$ cat src/gm3_pkg.sv
// Shared constants, types and compare helpers for the grey 3x3 median filter.
`default_nettype none

package gm3_pkg;

	// Pixel and window geometry.
	localparam int GREY_W    = 8;
	localparam int WIN_SIDE  = 3;
	localparam int WIN_CELLS = WIN_SIDE * WIN_SIDE;

	// Line width register and counters.
	localparam int WIDTH_W = 13;
	localparam int POS_W   = 12;
	localparam int FILL_W  = 4;
	localparam logic [WIDTH_W-1:0] LINE_WIDTH_RESET = WIDTH_W'(512);
	localparam logic [WIDTH_W-1:0] LINE_WIDTH_MAX   = WIDTH_W'(4096);

	// Division by three as a multiply by a reciprocal; exact for sums up to 765.
	localparam int SUM_W       = 10;
	localparam int RECIP_3     = 683;
	localparam int RECIP_SHIFT = 11;
	localparam int PROD_W      = 20;

	// Default depth of the queue between the front and the back.
	localparam int FIFO_DEPTH_DEFAULT = 2;

	typedef logic [GREY_W-1:0] grey_t;

	// One complete window with the flag for the median it produces.
	typedef struct packed {
		grey_t [WIN_CELLS-1:0] cells;
		logic                  line_end;
	} win_item_t;

	// Queue status seen by both neighbors.
	typedef struct packed {
		logic full;
		logic empty;
	} q_stat_t;

	// Three values in ascending order: [0] smallest, [2] largest.
	typedef grey_t [2:0] trio_t;

	function automatic trio_t sort3(input grey_t a, input grey_t b, input grey_t c);
		grey_t lo, hi, t;
		trio_t res;
		lo = (a < b) ? a : b;
		hi = (a < b) ? b : a;
		if (c < lo) begin
			res = {hi, lo, c};
		end else if (c < hi) begin
			res = {hi, c, lo};
		end else begin
			t = c;
			res = {t, hi, lo};
		end
		return res;
	endfunction

endpackage

`default_nettype wire

$ cat src/gm3_queue.sv
// Short queue of completed windows between the front and the back.
`default_nettype none

module gm3_queue
	import gm3_pkg::*;
#(
	parameter int FIFO_DEPTH = FIFO_DEPTH_DEFAULT
) (
	input  wire logic      clk,
	input  wire logic      arst_n,
	input  wire logic      push,
	input  wire win_item_t push_item,
	input  wire logic      pop,
	output win_item_t      pop_item,
	output q_stat_t        stat
);

	localparam int PTR_W = (FIFO_DEPTH > 1) ? $clog2(FIFO_DEPTH) : 1;
	localparam int CNT_W = $clog2(FIFO_DEPTH + 1);

	win_item_t          entries [FIFO_DEPTH];
	logic [PTR_W-1:0]   wr_ptr_q;
	logic [PTR_W-1:0]   rd_ptr_q;
	logic [CNT_W-1:0]   count_q;
	logic               do_push;
	logic               do_pop;

	assign stat.full  = (count_q == CNT_W'(FIFO_DEPTH));
	assign stat.empty = (count_q == '0);
	assign do_push    = push && !stat.full;
	assign do_pop     = pop && !stat.empty;
	assign pop_item   = entries[rd_ptr_q];

	// Entry storage; payload needs no reset.
	always_ff @(posedge clk) begin
		if (do_push) begin
			entries[wr_ptr_q] <= push_item;
		end
	end

	// Pointers and fill count.
	always_ff @(posedge clk or negedge arst_n) begin
		if (!arst_n) begin
			wr_ptr_q <= '0;
			rd_ptr_q <= '0;
			count_q  <= '0;
		end else begin
			if (do_push) begin
				wr_ptr_q <= (wr_ptr_q == PTR_W'(FIFO_DEPTH - 1)) ? '0 : wr_ptr_q + PTR_W'(1);
			end
			if (do_pop) begin
				rd_ptr_q <= (rd_ptr_q == PTR_W'(FIFO_DEPTH - 1)) ? '0 : rd_ptr_q + PTR_W'(1);
			end
			if (do_push && !do_pop) begin
				count_q <= count_q + CNT_W'(1);
			end else if (do_pop && !do_push) begin
				count_q <= count_q - CNT_W'(1);
			end
		end
	end

	// The front never offers a window into a full queue.
	a_no_overflow: assert property (@(posedge clk) disable iff (!arst_n)
		push |-> !stat.full)
		else $error("window pushed into full queue");

	// The back never pops an empty queue.
	a_no_underflow: assert property (@(posedge clk) disable iff (!arst_n)
		pop |-> !stat.empty)
		else $error("pop from empty queue");

endmodule

`default_nettype wire

$ cat config.mk
export PLATFORM = sky130hd
export DESIGN_NAME = gm3_queue
export DESIGN_NICKNAME = d
export VERILOG_FILES = /design/src/gm3_pkg.sv /design/src/gm3_queue.sv
export SDC_FILE = /design/constraint.sdc
export NUM_CORES = 1
export LEC_CHECK = 0
export BUFFER_PORTS_ARGS = -buffer_cell sky130_fd_sc_hd__clkbuf_2
export CAP_MARGIN = 20
export CORE_MARGIN = 4
export CORE_UTILIZATION = 29
export DETAILED_ROUTE_END_ITERATION = 8
export GPL_ROUTABILITY_DRIVEN = 0
export PLACE_DENSITY = 0.57
export SLEW_MARGIN = 30
export SYNTH_ARGS = -nofsm -noshare
export SYNTH_HDL_FRONTEND = slang
export SYNTH_SLANG_ARGS = --single-unit
$ cat constraint.sdc
create_clock -name clk -period 6.2 [get_ports clk]
set_input_delay 0.62 -clock clk [delete_from_list [all_inputs] [get_ports clk]]
set_output_delay 0.62 -clock clk [all_outputs]
set_load 0.01 [all_outputs]
Word level (Yosys, flattened, before mapping):

Memories as Yosys holds them, arrays and structs flattened.
Index checks and enable logic that the tools add are counted.
Widths: inputs -> output; s select.

* reductions and logical operators: 10
* eq/ne operators: 1
* $add $sub $neg: 4
* mux-type cells: 6

Operators with widths (number)
* $logic_and 1x1->1: 4
* $logic_not 1->1: 4
* $mux 1: 4
* $mux 2: 2
* $add 1x1->1 const B: 2
* $add 2x1->2 const B: 1
* $eq 2x2->1 const B: 1
* $logic_not 2->1: 1
* $reduce_bool 2->1: 1
* $sub 2x1->2 const B: 1

* memory bits (writable): 146
* logic and storage cells: 25
* register bits: 4
* input port bits: 77
* memories: 1
* output and inout port bits: 75

Memory list
* entries: depth 2, bits a word 73, read ports 1, clocked after Yosys merged registers in 0, write ports 1, line gm3_queue.sv:21 `win_item_t entries [FIFO_DEPTH];`

Longest topological paths before layout:

Gate-level depths: netlist of the first run.

* word-level depth: 7
* depth in mapped cells: 7
* depth with buffers taken out: 7

Worst setup path after synthesis of the first run:

OpenSTA, ideal clock, no wires.

* path kind: input -> register
* from: in push
* to: mem entries[0][0] (netlist name) (enable)
* setup slack: 1939 ps
* setup time: 504 ps
* path buffers: 0
* data required time: 5696 ps
* arrival time: 3756 ps
* stages: 2
* cells stage by stage: nand2_1 -> nor2_1

* word-level cells in the longest chain between the ends: 3

Ends and longest elaborated chain
* from (decl): line gm3_queue.sv:11 `input wire logic push,`
* $logic_and 1x1->1: line gm3_queue.sv:30 `assign do_push = push && !stat.full;`
* $mux 1: line gm3_queue.sv:36 `if (do_push) begin`
* $mux 1 (implied by the code): line gm3_queue.sv:37 `entries[wr_ptr_q] <= push_item;`
* to (decl): line gm3_queue.sv:21

Every way passes these cells.

==> summary.txt, run 1 <==
STA
  • RSZ-0062 raised after global routing: no
  • Worst Skew: 0.0101 ns
  • Final Critical Period: 3.12 ns
  • Hold slack: 0.400 ns
  • Setup-failing EPs final: 0
  • Max frequency: 320 MHz
  • Worst-Margin Slew: 0.714 ns
  • Final-report max-slew violation count: 0
  • Setup tns final: 0 ns
  • Hold Violations, Final: 0
  • Slew HR: 0.524
  • Tcrit/Tclk final: 0.503

Die
  • Die area: 22000 um^2
  • Rows: 51
  • I/O pins: 152
  • Die Height: 148 um
  • Core Region: 19400 um^2
  • Die Wd: 148 um
  • Initial Utilization: 0.294

Place
  • I/O Buffers: 151
  • Dpl hpwl: 7.35 mm

Global routing
  • Largest net degree at the start of global routing: 40
  • Grt ovf: 0
  • Vias in the first global route: 3167
  • First-pass GRT wire length: 16.5 mm
  • All-Layer GR Usage: 0.0999
  • Number of antenna violations at the first check in global routing: 1

Yosys
  • Cell Area, Synth: 5710 um^2
  • Syn_area_per_cell: 23.2 um^2
  • Synth cell count leaders: edfxtp_1, mux2_4, mux2_2, buf_6, dfrtp_1
  • Leading area contributor after synthesis: edfxtp_1
  • Top cells by area in the synthesized netlist: edfxtp_1, mux2_4, mux2_2, dfrtp_1, buf_6
  • Ys Warns: 0
  • Most used DFF post-synth: edfxtp_1
  • Area share of the largest cell type after synthesis: 0.768
  • Syn Inst Count: 246
  • Seq/Total Area, Yosys: 0.785
  • Count leader, synth: edfxtp_1
  • Number of synthesized flops with an enable pin: 146
  • Ys async rst share: 0.0267
  • Synth unique cells: 15
  • Synthesized flop and latch total: 150
  • Synthesized Nets: 324

Critical path
  • Slowest cell delay on critical path: 0.87 ns
  • Startpoint Class: flip-flop
  • Worst-path cell chain: buf_4 -> mux2_4 -> clkbuf_2
  • Crit Path Class: flip-flop to output port
  • Worst-path fanout max: 39
  • Flop-to-flop setup slack: 3.99 ns
  • Setup crit end kind: output port
  • Critical-path top delay cell: dfrtp_4
  • Required @ worst endpoint: 5.58 ns
  • Critical Path AT: 2.50 ns

CTS
  • # Post-CTS Setup Buffers: 0
  • CTS Buf Count: 17
  • CTS tree: done
  • Root Buffer: clkbuf_16
  • CTS H-tree depth: 4
  • Worst skew pair latency: 0.41 ns
  • CTS clock-pin slew for the worst setup and hold paths: 0.06 ns
  • Clock Tree Buf Depth: 2
  • Num Clock Sinks: 150

Drt
  • Iteration-0 DRC Markers: 86
  • Pre-Repair DR Iteration Count: 4
  • Via Count: 2821
  • # DRC: 0
  • Final wirelength: 10.7 mm
  • Avg WL per Cell: 15.5 um
  • Vias per inst: 4.08
  • Final ANT Viol Nets: 0

Min path
  • Tightest Hold Check Type: input pin to flip-flop

Pwr
  • Clock power share: 0.261
  • Switching share of total power: 0.288
  • Gate power share: 0.305
  • Pwr dens: 474 nW/um^2
  • Peak supply drop: 0.216 mV
  • Switching power: 1.00 mW
  • Reg power frac: 0.434
  • Leakage power: 2.93 nW
  • Pint: 2.48 mW

Status
  • Status: finished, final reports clean

Cells and area
  • Synth-to-Final Area Change: 28.8%
  • Layout cells sized above 1: 0.608
  • Post-layout nets: 493
  • Ant diodes: 0

Run
  • Max cap viols: 0
## cells in the final DEF (no fill, tap or decap), types with 2 or more instances in the layout
master | synthesis | layout
clkbuf_2 | 0 | 151
edfxtp_1 | 146 | 146
mux2_4 | 60 | 60
clkbuf_16 | 0 | 17
mux2_2 | 13 | 13
clkinv_2 | 0 | 5
xnor2_1 | 3 | 3
clkinv_1 | 0 | 3
dfrtp_1 | 4 | 3
inv_1 | 2 | 2
nor2_1 | 3 | 2
xor2_1 | 2 | 2
clkinvlp_4 | 0 | 2
buf_12 | 0 | 2
buf_4 | 0 | 2
## through the flow
step / setup slack, ns / utilization / std cells / power, mW / instance area (um^2)
final: 3.08 / 0.379 / 691 / 3.49 / 7360
after global placement: 3.35 / 0.348 / 656 / 2.58 / 6750
after global routing: 2.95 / 0.379 / 691 / 3.68 / 7360
after CTS: 3.01 / 0.379 / 691 / 3.57 / 7360
after floorplan: 1.94 / - / 246 / 2.25 / 5710
after detailed placement: 3.47 / 0.352 / 660 / 2.64 / 6830
## final timing paths
check | startpoint | to | cells past startpoint
worst max-delay path | rd_ptr_q | pop_item[63] | 3
worst min-delay path | push_item[15] | entries[1][15] | 1
worst max register to register | count_q[0] | entries[0][46] | 5
worst min register to register | count_q[1] | count_q[1] | 1
max in group asynchronous | arst_n | rd_ptr_q | 2
min in group asynchronous | arst_n | count_q[0] | 2
## layer usage
metal | vias to the layer above | routed length (um) | share of wire | GRT usage
met5 | - | 7 | 0.00065 | 0
met4 | 2 | 173 | 0.016 | 0.0430
met3 | 15 | 827 | 0.077 | 0.0460
met2 | 97 | 5400 | 0.50 | 0.163
met1 | 1400 | 4290 | 0.40 | 0.113
li1 | 1307 | - | - | -
## cell type report
cell class	instances	area, um^2
fill	1838	12000
sequential	150	4490
multi-input combinational	86	1150
timing repair buffer	158	863
clock buffer	18	429
tap	265	332
clock inverter	12	90.1
inverter	2	7.51
## cells by family (layout without fill, tap and decap cells)
| logic type | count (synthesis) | count (layout) | synth area share |
|---|---|---|---|
| compound gates | 1 | 1 | 0.000875 |
| xor+xnor | 5 | 5 | 0.00767 |
| fa+ha+maj | 1 | 1 | 0.00219 |
| buf+inv | 10 | 190 | 0.0160 |
| flops | 150 | 150 | 0.785 |
| mux | 73 | 73 | 0.183 |
| simple gates | 6 | 6 | 0.00482 |
## flip-flops by register name (all words and copies together), names as in the netlist
register  count
entries     146
wr_ptr_q      1
count_q       2
rd_ptr_q      1
## power groups by stage
stage                     combinational (mW)  clock [mW]  sequential, mW
final                                   1.07       0.911            1.51
after global placement                  1.04           0            1.53
after detailed placement                1.10           0            1.54
after CTS                               1.10       0.948            1.52
after floorplan                        0.777           0            1.47
after global routing                    1.14       0.993            1.54
## repair_timing
action	in CTS	in global routing
resized for setup	0	0
endpoints found under the hold margin	4	0
hold buffers	1	0
## critical path: cells and delay by family, from the launching register on
kind / cells / cell delay (ns)
flops: 1 / 0.87
buf+inv: 2 / 0.83
mux: 1 / 0.35
Note: power is estimated with default switching activity, not from simulation.
==> inputs of run 2 (changes only) <==
- PLACE_DENSITY: 0.57 -> 0.59
- clock period: 6.2 -> 2.7 ns (I/O delays scaled with it)
==> run 2 against run 1 <==
Net effect: final area hardly changed; clock power is 140% higher; total power is 130% higher; combinational power is 140% higher; wire length is 1.9% higher; largest power group unchanged; sequential cell count stayed put; critical path depth stayed put; global-route usage is 0.11 points higher; cell count stayed put; first-iteration DRC count is 4.7% higher; non-clock buffer count stayed put; clock skew is 0.0061 ns lower.
==> summary.txt, run 2 (synthesis results as in run 1) <==
Global routing
  • All-Layer GR Usage: 0.101 (was 0.0999)
  • First-pass GRT wire length: 16.7 mm (was 16.5 mm)
  • Grt ovf: 0 (unchanged)
  • Vias in the first global route: 3104 (was 3167)
  • Number of antenna violations at the first check in global routing: 0 (was 1)
  • Largest net degree at the start of global routing: 41 (was 40)

Cells and area
  • Final Instance Area: 7350 um^2 (was 7360 um^2)
  • Register area: 4490 um^2 (unchanged)
  • Max reg flops: 146 (unchanged)
  • Fill cells: 1841 (was 1838)
  • Ant diodes: 0 (unchanged)
  • Layout cells sized above 1: 0.606 (was 0.608)
  • Most frequent cells in the layout: clkbuf_2, edfxtp_1, mux2_4 (unchanged)
  • Multi-input gate area: 1150 um^2 (unchanged)
  • Top reg by flops: entries (unchanged)
  • Synth-to-Final Area Change: 28.8% (about the same)
  • Post-layout nets: 493 (unchanged)
  • Commonest non-fill, non-tap cell in the layout: clkbuf_2 (unchanged)
  • Largest regs: entries x146, count_q x2 (unchanged)

Pwr
  • Switching share of total power: 0.285 (was 0.288)
  • Clock power share: 0.270 (was 0.261)
  • Reg power frac: 0.418 (was 0.434)
  • Gate power share: 0.311 (was 0.305)
  • Pint: 5.78 mW (was 2.48 mW)
  • Leakage power: 2.93 nW (about the same)
  • Pwr dens: 1100 nW/um^2 (was 474 nW/um^2)
  • Switching power: 2.30 mW (was 1.00 mW)
  • Peak supply drop: 0.696 mV (was 0.216 mV)

CTS
  • Worst skew pair latency: 0.40 ns (was 0.41 ns)
  • CTS tree: done (unchanged)
  • # Post-CTS Setup Buffers: 0 (unchanged)
  • Clock Tree Buf Depth: 2 (unchanged)
  • CTS Buf Count: 17 (unchanged)
  • CTS clock-pin slew for the worst setup and hold paths: 0.06 ns (about the same)
  • Root Buffer: clkbuf_16 (unchanged)
  • CTS H-tree depth: 4 (unchanged)
  • Num Clock Sinks: 150 (unchanged)

Critical path
  • Critical Path AT: 1.87 ns (was 2.50 ns)
  • Critical path buffer and inverter count: 2 (unchanged)
  • Startpoint Class: flip-flop (unchanged)
  • Critical path's top delay family: flip-flops (unchanged)
  • Crit Path Class: flip-flop to output port (unchanged)
  • Worst-path fanout max: 18 (was 39)
  • Slowest cell delay on critical path: 0.57 ns (was 0.87 ns)
  • Critical-path top delay cell: dfrtp_4 (unchanged)
  • Worst-path cell chain: buf_4 -> mux2_2 -> clkbuf_2 (was buf_4 -> mux2_4 -> clkbuf_2)
  • Required @ worst endpoint: 2.43 ns (was 5.58 ns)
  • Setup crit end kind: output port (unchanged)

Place
  • I/O Buffers: 151 (unchanged)
  • Dpl hpwl: 7.61 mm (was 7.35 mm)
  • Placed inst area: 6800 um^2 (was 6830 um^2)

STA
  • Setup tns final: 0 ns (unchanged)
  • Max frequency: 468 MHz
  • Worst-Margin Slew: 0.525 ns (was 0.714 ns)
  • Worst Skew: 0.00400 ns (was 0.0101 ns)
  • Final-report max-slew violation count: 0 (unchanged)
  • Hold Violations, Final: 0 (unchanged)
  • Tcrit/Tclk final: 0.791
  • Final Critical Period: 2.14 ns
  • RSZ-0062 raised after global routing: no (unchanged)
  • Setup-failing EPs final: 0 (unchanged)
  • Slew HR: 0.650 (was 0.524)

Drt
  • Iteration-0 DRC Markers: 90 (was 86)
  • Vias per inst: 4.04 (was 4.08)
  • Avg WL per Cell: 15.8 um (was 15.5 um)
  • Via Count: 2791 (was 2821)
  • # DRC: 0 (unchanged)
  • Pre-Repair DR Iteration Count: 4 (unchanged)
  • Final wirelength: 10.9 mm (was 10.7 mm)
  • Final ANT Viol Nets: 0 (unchanged)

Die
  • Initial Utilization: 0.294 (unchanged)
  • I/O pins: 152 (unchanged)
  • Die Wd: 148 um (unchanged)
  • Die Height: 148 um (unchanged)
  • Die area: 22000 um^2 (unchanged)
  • Rows: 51 (unchanged)
  • Core Region: 19400 um^2 (unchanged)

Min path
  • Tightest Hold Check Type: input pin to flip-flop (unchanged)

Status
  • Status: finished, final reports clean (unchanged)

Run
  • Max cap viols: 0 (unchanged)
==> run 2: routing by layer <==
layer | GRT usage | vias up | wire [um]
li1 | - | 1304 | -
met1 | 0.115 | 1390 | 4420
met2 | 0.168 | 90 | 5480
met3 | 0.0442 | 7 | 876
met4 | 0.0402 | 0 | 122
met5 | 0 | - | 0
==> run 2: repair_timing <==
| action | CTS | global route |
|---|---|---|
| hold buffers | 1 | 0 |
| hold endpoints to repair | 4 | 0 |
| resized for setup | 0 | 0 |
==> run 2: power groups by stage <==
stage | Clock, mW | Combinational, mW | Sequential, mW
3_5_place_dp | 0 | 2.59 | 3.44
2_1_floorplan | 0 | 1.79 | 3.35
6_report | 2.19 | 2.52 | 3.38
3_3_place_gp | 0 | 2.56 | 3.41
5_1_grt | 2.37 | 2.73 | 3.43
4_1_cts | 2.27 | 2.60 | 3.39
==> run 2: stage by stage <==
stage | utilization | setup WS (ns) | cells | power (mW) | hold slack [ns]
finish | 0.379 | 0.564 | 691 | 8.08 | 0.0519
global route | 0.379 | 0.452 | 691 | 8.53 | 0.0207
CTS | 0.379 | 0.510 | 691 | 8.26 | 0.0197
detailed placement | 0.351 | 0.871 | 660 | 6.03 | 0.117
global placement | 0.351 | 0.922 | 660 | 5.97 | 0.118
floorplan | - | 0.529 | 246 | 5.14 | -0.0256
==> run 2: path summary, 6_finish.rpt <==
path | startpoint | slack [ns] | endpoint | cells past startpoint
max in group asynchronous | arst_n | 2.31 | rd_ptr_q | 2
worst min-delay path | push_item[71] | 0.05 | entries[1][71] | 1
min in group asynchronous | arst_n | 0.22 | count_q[0] | 2
worst max register to register | count_q[0] | 0.89 | entries[1][40] | 3
worst max-delay path | rd_ptr_q | 0.56 | pop_item[50] | 3
worst min register to register | count_q[1] | 0.52 | count_q[1] | 1
==> run 2: worst reg2reg max path, delay by kind of cell, from the launching register on <==
family / cells / cell delay, ns
buffers and inverters: 1 / 0.34
flip-flops: 1 / 0.41
AND/OR/NAND/NOR: 2 / 0.69
==> run 2: final cells by class <==
class / count / share of cell area
clock buffer: 18 / 0.0584
multi-input combinational: 86 / 0.156
inverter: 2 / 0.00102
tap: 265 / 0.0451
sequential: 150 / 0.610
clock inverter: 12 / 0.0155
timing repair buffer: 158 / 0.114
==> inputs of run 3 (changes only) <==
- ABC_AREA: not set -> 1
- clock period: 2.7 -> 1.81 ns (I/O delays scaled with it)
==> run 3 against run 2 <==
Net effect: synthesized area decreased by 3.0%; clock-buffer cell count increased by 2; worst hold slack got worse by 0.018 ns; clock power increased by 63%; non-clock buffer count increased by 75; combinational power increased by 59%; largest cell class unchanged.
==> summary.txt, run 3 <==
Global routing
  • Number of antenna violations at the first check in global routing: 1 (was 0)
  • Largest net degree at the start of global routing: 75 (was 41)
  • First-pass GRT wire length: 20.2 mm (was 16.7 mm)
  • Grt ovf: 0 (unchanged)
  • Vias in the first global route: 4074 (was 3104)
  • All-Layer GR Usage: 0.120 (was 0.101)

Critical path
  • Critical Path AT: 1.51 ns (was 1.87 ns)
  • Crit Path Class: flip-flop to output port (unchanged)
  • Slowest cell delay on critical path: 0.44 ns (was 0.57 ns)
  • Critical path buffer and inverter count: 3 (was 2)
  • Critical path's top delay family: buffers and inverters (was flip-flops)
  • Critical-path top delay cell: dfrtp_2 (was dfrtp_4)
  • Required @ worst endpoint: 1.63 ns (was 2.43 ns)
  • Startpoint Class: flip-flop (unchanged)
  • Setup crit end kind: output port (unchanged)
  • Worst-path fanout max: 37 (was 18)
  • Worst-path cell chain: inv_4 -> clkbuf_16 -> nand2_1 -> nand2_1 -> clkbuf_2 (was buf_4 -> mux2_2 -> clkbuf_2)
  • CP most frequent cell: nand2_1

Die
  • Initial Utilization: 0.295 (was 0.294)
  • Core Region: 18800 um^2 (was 19400 um^2)
  • I/O pins: 152 (unchanged)
  • Die Height: 146 um (was 148 um)
  • Die Wd: 146 um (was 148 um)
  • Rows: 50 (was 51)
  • Die area: 21400 um^2 (was 22000 um^2)

Yosys
  • Cell Area, Synth: 5540 um^2 (was 5710 um^2)
  • Synth unique cells: 16 (was 15)
  • Count leader, synth: nand2_1 (was edfxtp_1)
  • Syn_area_per_cell: 13.4 um^2 (was 23.2 um^2)
  • Synthesized Nets: 491 (was 324)
  • Top cells by area in the synthesized netlist: edfxtp_1, nand2_1, dfrtp_1, buf_4, buf_2 (was edfxtp_1, mux2_4, mux2_2, dfrtp_1, buf_6)
  • Ys Warns: 0 (unchanged)
  • Synthesized flop and latch total: 150 (unchanged)
  • Ys async rst share: 0.0267 (unchanged)
  • Most used DFF post-synth: edfxtp_1 (unchanged)
  • Seq/Total Area, Yosys: 0.809 (was 0.785)
  • Area share of the largest cell type after synthesis: 0.791 (was 0.768)
  • Synth cell count leaders: nand2_1, edfxtp_1, buf_2, buf_4, inv_1 (was edfxtp_1, mux2_4, mux2_2, buf_6, dfrtp_1)
  • Leading area contributor after synthesis: edfxtp_1 (unchanged)
  • Number of synthesized flops with an enable pin: 146 (unchanged)
  • Syn Inst Count: 413 (was 246)

Place
  • Dpl hpwl: 7.77 mm (was 7.61 mm)
  • I/O Buffers: 151 (unchanged)
  • Placed Instances: 789 (was 660)

Cells and area
  • Synth-to-Final Area Change: 44.5% (was 28.8%)
  • Top reg by flops: entries (unchanged)
  • Post-layout nets: 727 (was 493)
  • Max reg flops: 146 (unchanged)
  • Most frequent cells in the layout: nand2_1, clkbuf_2, edfxtp_1 (was clkbuf_2, edfxtp_1, mux2_4)
  • Final core occ: 0.427 (was 0.379)
  • Largest regs: entries x146, count_q x2 (unchanged)
  • Commonest non-fill, non-tap cell in the layout: nand2_1 (was clkbuf_2)
  • Layout cells sized above 1: 0.293 (was 0.606)
  • Final non-filler cell total: 896 (was 691)

STA
  • Tcrit/Tclk final: 0.936
  • Worst Skew: 0.00498 ns (was 0.00400 ns)
  • Final-report max-slew violation count: 0 (unchanged)
  • Hold Violations, Final: 0 (unchanged)
  • Setup tns final: 0 ns (unchanged)
  • Final Critical Period: 1.69 ns
  • Slew HR: 0.787 (was 0.650)
  • RSZ-0062 raised after global routing: no (unchanged)
  • Max frequency: 591 MHz
  • Worst-Margin Slew: 0.316 ns (was 0.525 ns)
  • Setup-failing EPs final: 0 (unchanged)

CTS
  • CTS clock-pin slew for the worst setup and hold paths: 0.06 ns (about the same)
  • Clock Tree Buf Depth: 2 (unchanged)
  • CTS Buf Count: 17 (unchanged)
  • # Post-CTS Setup Buffers: 0 (unchanged)
  • Num Clock Sinks: 150 (unchanged)
  • Root Buffer: clkbuf_16 (unchanged)
  • CTS tree: done (unchanged)
  • CTS H-tree depth: 4 (unchanged)
  • Worst skew pair latency: 0.41 ns (was 0.40 ns)

Run
  • Max cap viols: 0 (unchanged)

Drt
  • # DRC: 0 (unchanged)
  • Iteration-0 DRC Markers: 179 (was 90)
  • Avg WL per Cell: 14.4 um (was 15.8 um)
  • Final wirelength: 12.9 mm (was 10.9 mm)
  • Final ANT Viol Nets: 0 (unchanged)
  • Pre-Repair DR Iteration Count: 6 (was 4)
  • Vias per inst: 4.28 (was 4.04)
  • Via Count: 3833 (was 2791)

Pwr
  • Peak supply drop: 0.648 mV (was 0.696 mV)
  • Leakage power: 3.43 nW (was 2.93 nW)
  • Pwr dens: 1560 nW/um^2 (was 1100 nW/um^2)

Min path
  • Tightest Hold Check Type: input pin to flip-flop (unchanged)

Status
  • Status: finished, final reports clean (unchanged)
-- run 3: what timing repair did --
| action | in CTS | in global routing |
|---|---|---|
| setup endpoints to repair | 0 | 45 |
| resized for setup | 0 | 4 |
| hold buffers | 74 | 0 |
| endpoints found under the hold margin | 150 | 0 |
-- run 3: logic make-up after synthesis --
group	synth area share
AOI/OAI and AO/OA	0.00181
xor gates and xnor gates	0.00158
DFF	0.809
adders and majority gates	0.00226
and+or+nand+nor	0.161
buffers and inverters	0.0242
-- run 3: area by class of cell --
type	instances	area [um^2]
tap	234	293
clock buffer	20	437
clock inverter	11	158
multi-input combinational	239	945
inverter	8	36.3
timing repair buffer	233	1650
sequential	150	4490
antenna	1	2.50
fill	1733	10800
-- run 3: path summary, 6_finish.rpt --
check,start,endpoint,slack [ns],cells past startpoint
worst max-delay path,rd_ptr_q,pop_item[34],0.12,5
worst min-delay path,pop,rd_ptr_q,0.03,3
worst max register to register,count_q[1],entries[0][51],0.33,6
worst min register to register,wr_ptr_q,wr_ptr_q,0.51,2
max in group asynchronous,arst_n,rd_ptr_q,1.54,2
min in group asynchronous,arst_n,count_q[0],0.12,2
-- run 3: worst reg2reg max path, stage by stage, from the launching register on --
cell	delay, ns
dfrtp_1	0.42
inv_2	0.12
nor2_4	0.05
nor2_2	0.12
nand2_2	0.09
clkinvlp_4	0.12
buf_12	0.22
-- run 3: per-layer routing --
metal	up-vias	wire (um)	GRT usage	part of all wire
li1	1865	-	-	-
met5	-	0	0	0
met1	1824	5450	0.133	0.42
met4	0	200	0.0447	0.015
met3	18	760	0.0447	0.059
met2	126	6520	0.213	0.50
-- run 3: where the power goes --
part	switching [mW]	leakage [nW]	total [mW]	internal, mW
registers	0.216	1.40	4.95	4.73
clock network	1.28	0.286	3.56	2.28
logic	2.58	1.74	4.01	1.44
total	4.07	3.43	12.5	8.45
-- run 3: through the flow --
| stage | total power [mW] | worst slack (ns) | instance area (um^2) | hold slack [ns] |
|---|---|---|---|---|
| after floorplan | 7.23 | -0.338 | 5570 | -0.115 |
| after global placement | 8.73 | 0.389 | 6630 | -0.00671 |
| after detailed placement | 8.82 | 0.332 | 6630 | -0.000363 |
| after CTS | 12.5 | 0.0469 | 7960 | 0.00543 |
| after global routing | 13.3 | 0.0256 | 8010 | 0.0233 |
| final | 12.5 | 0.117 | 8010 | 0.0335 |
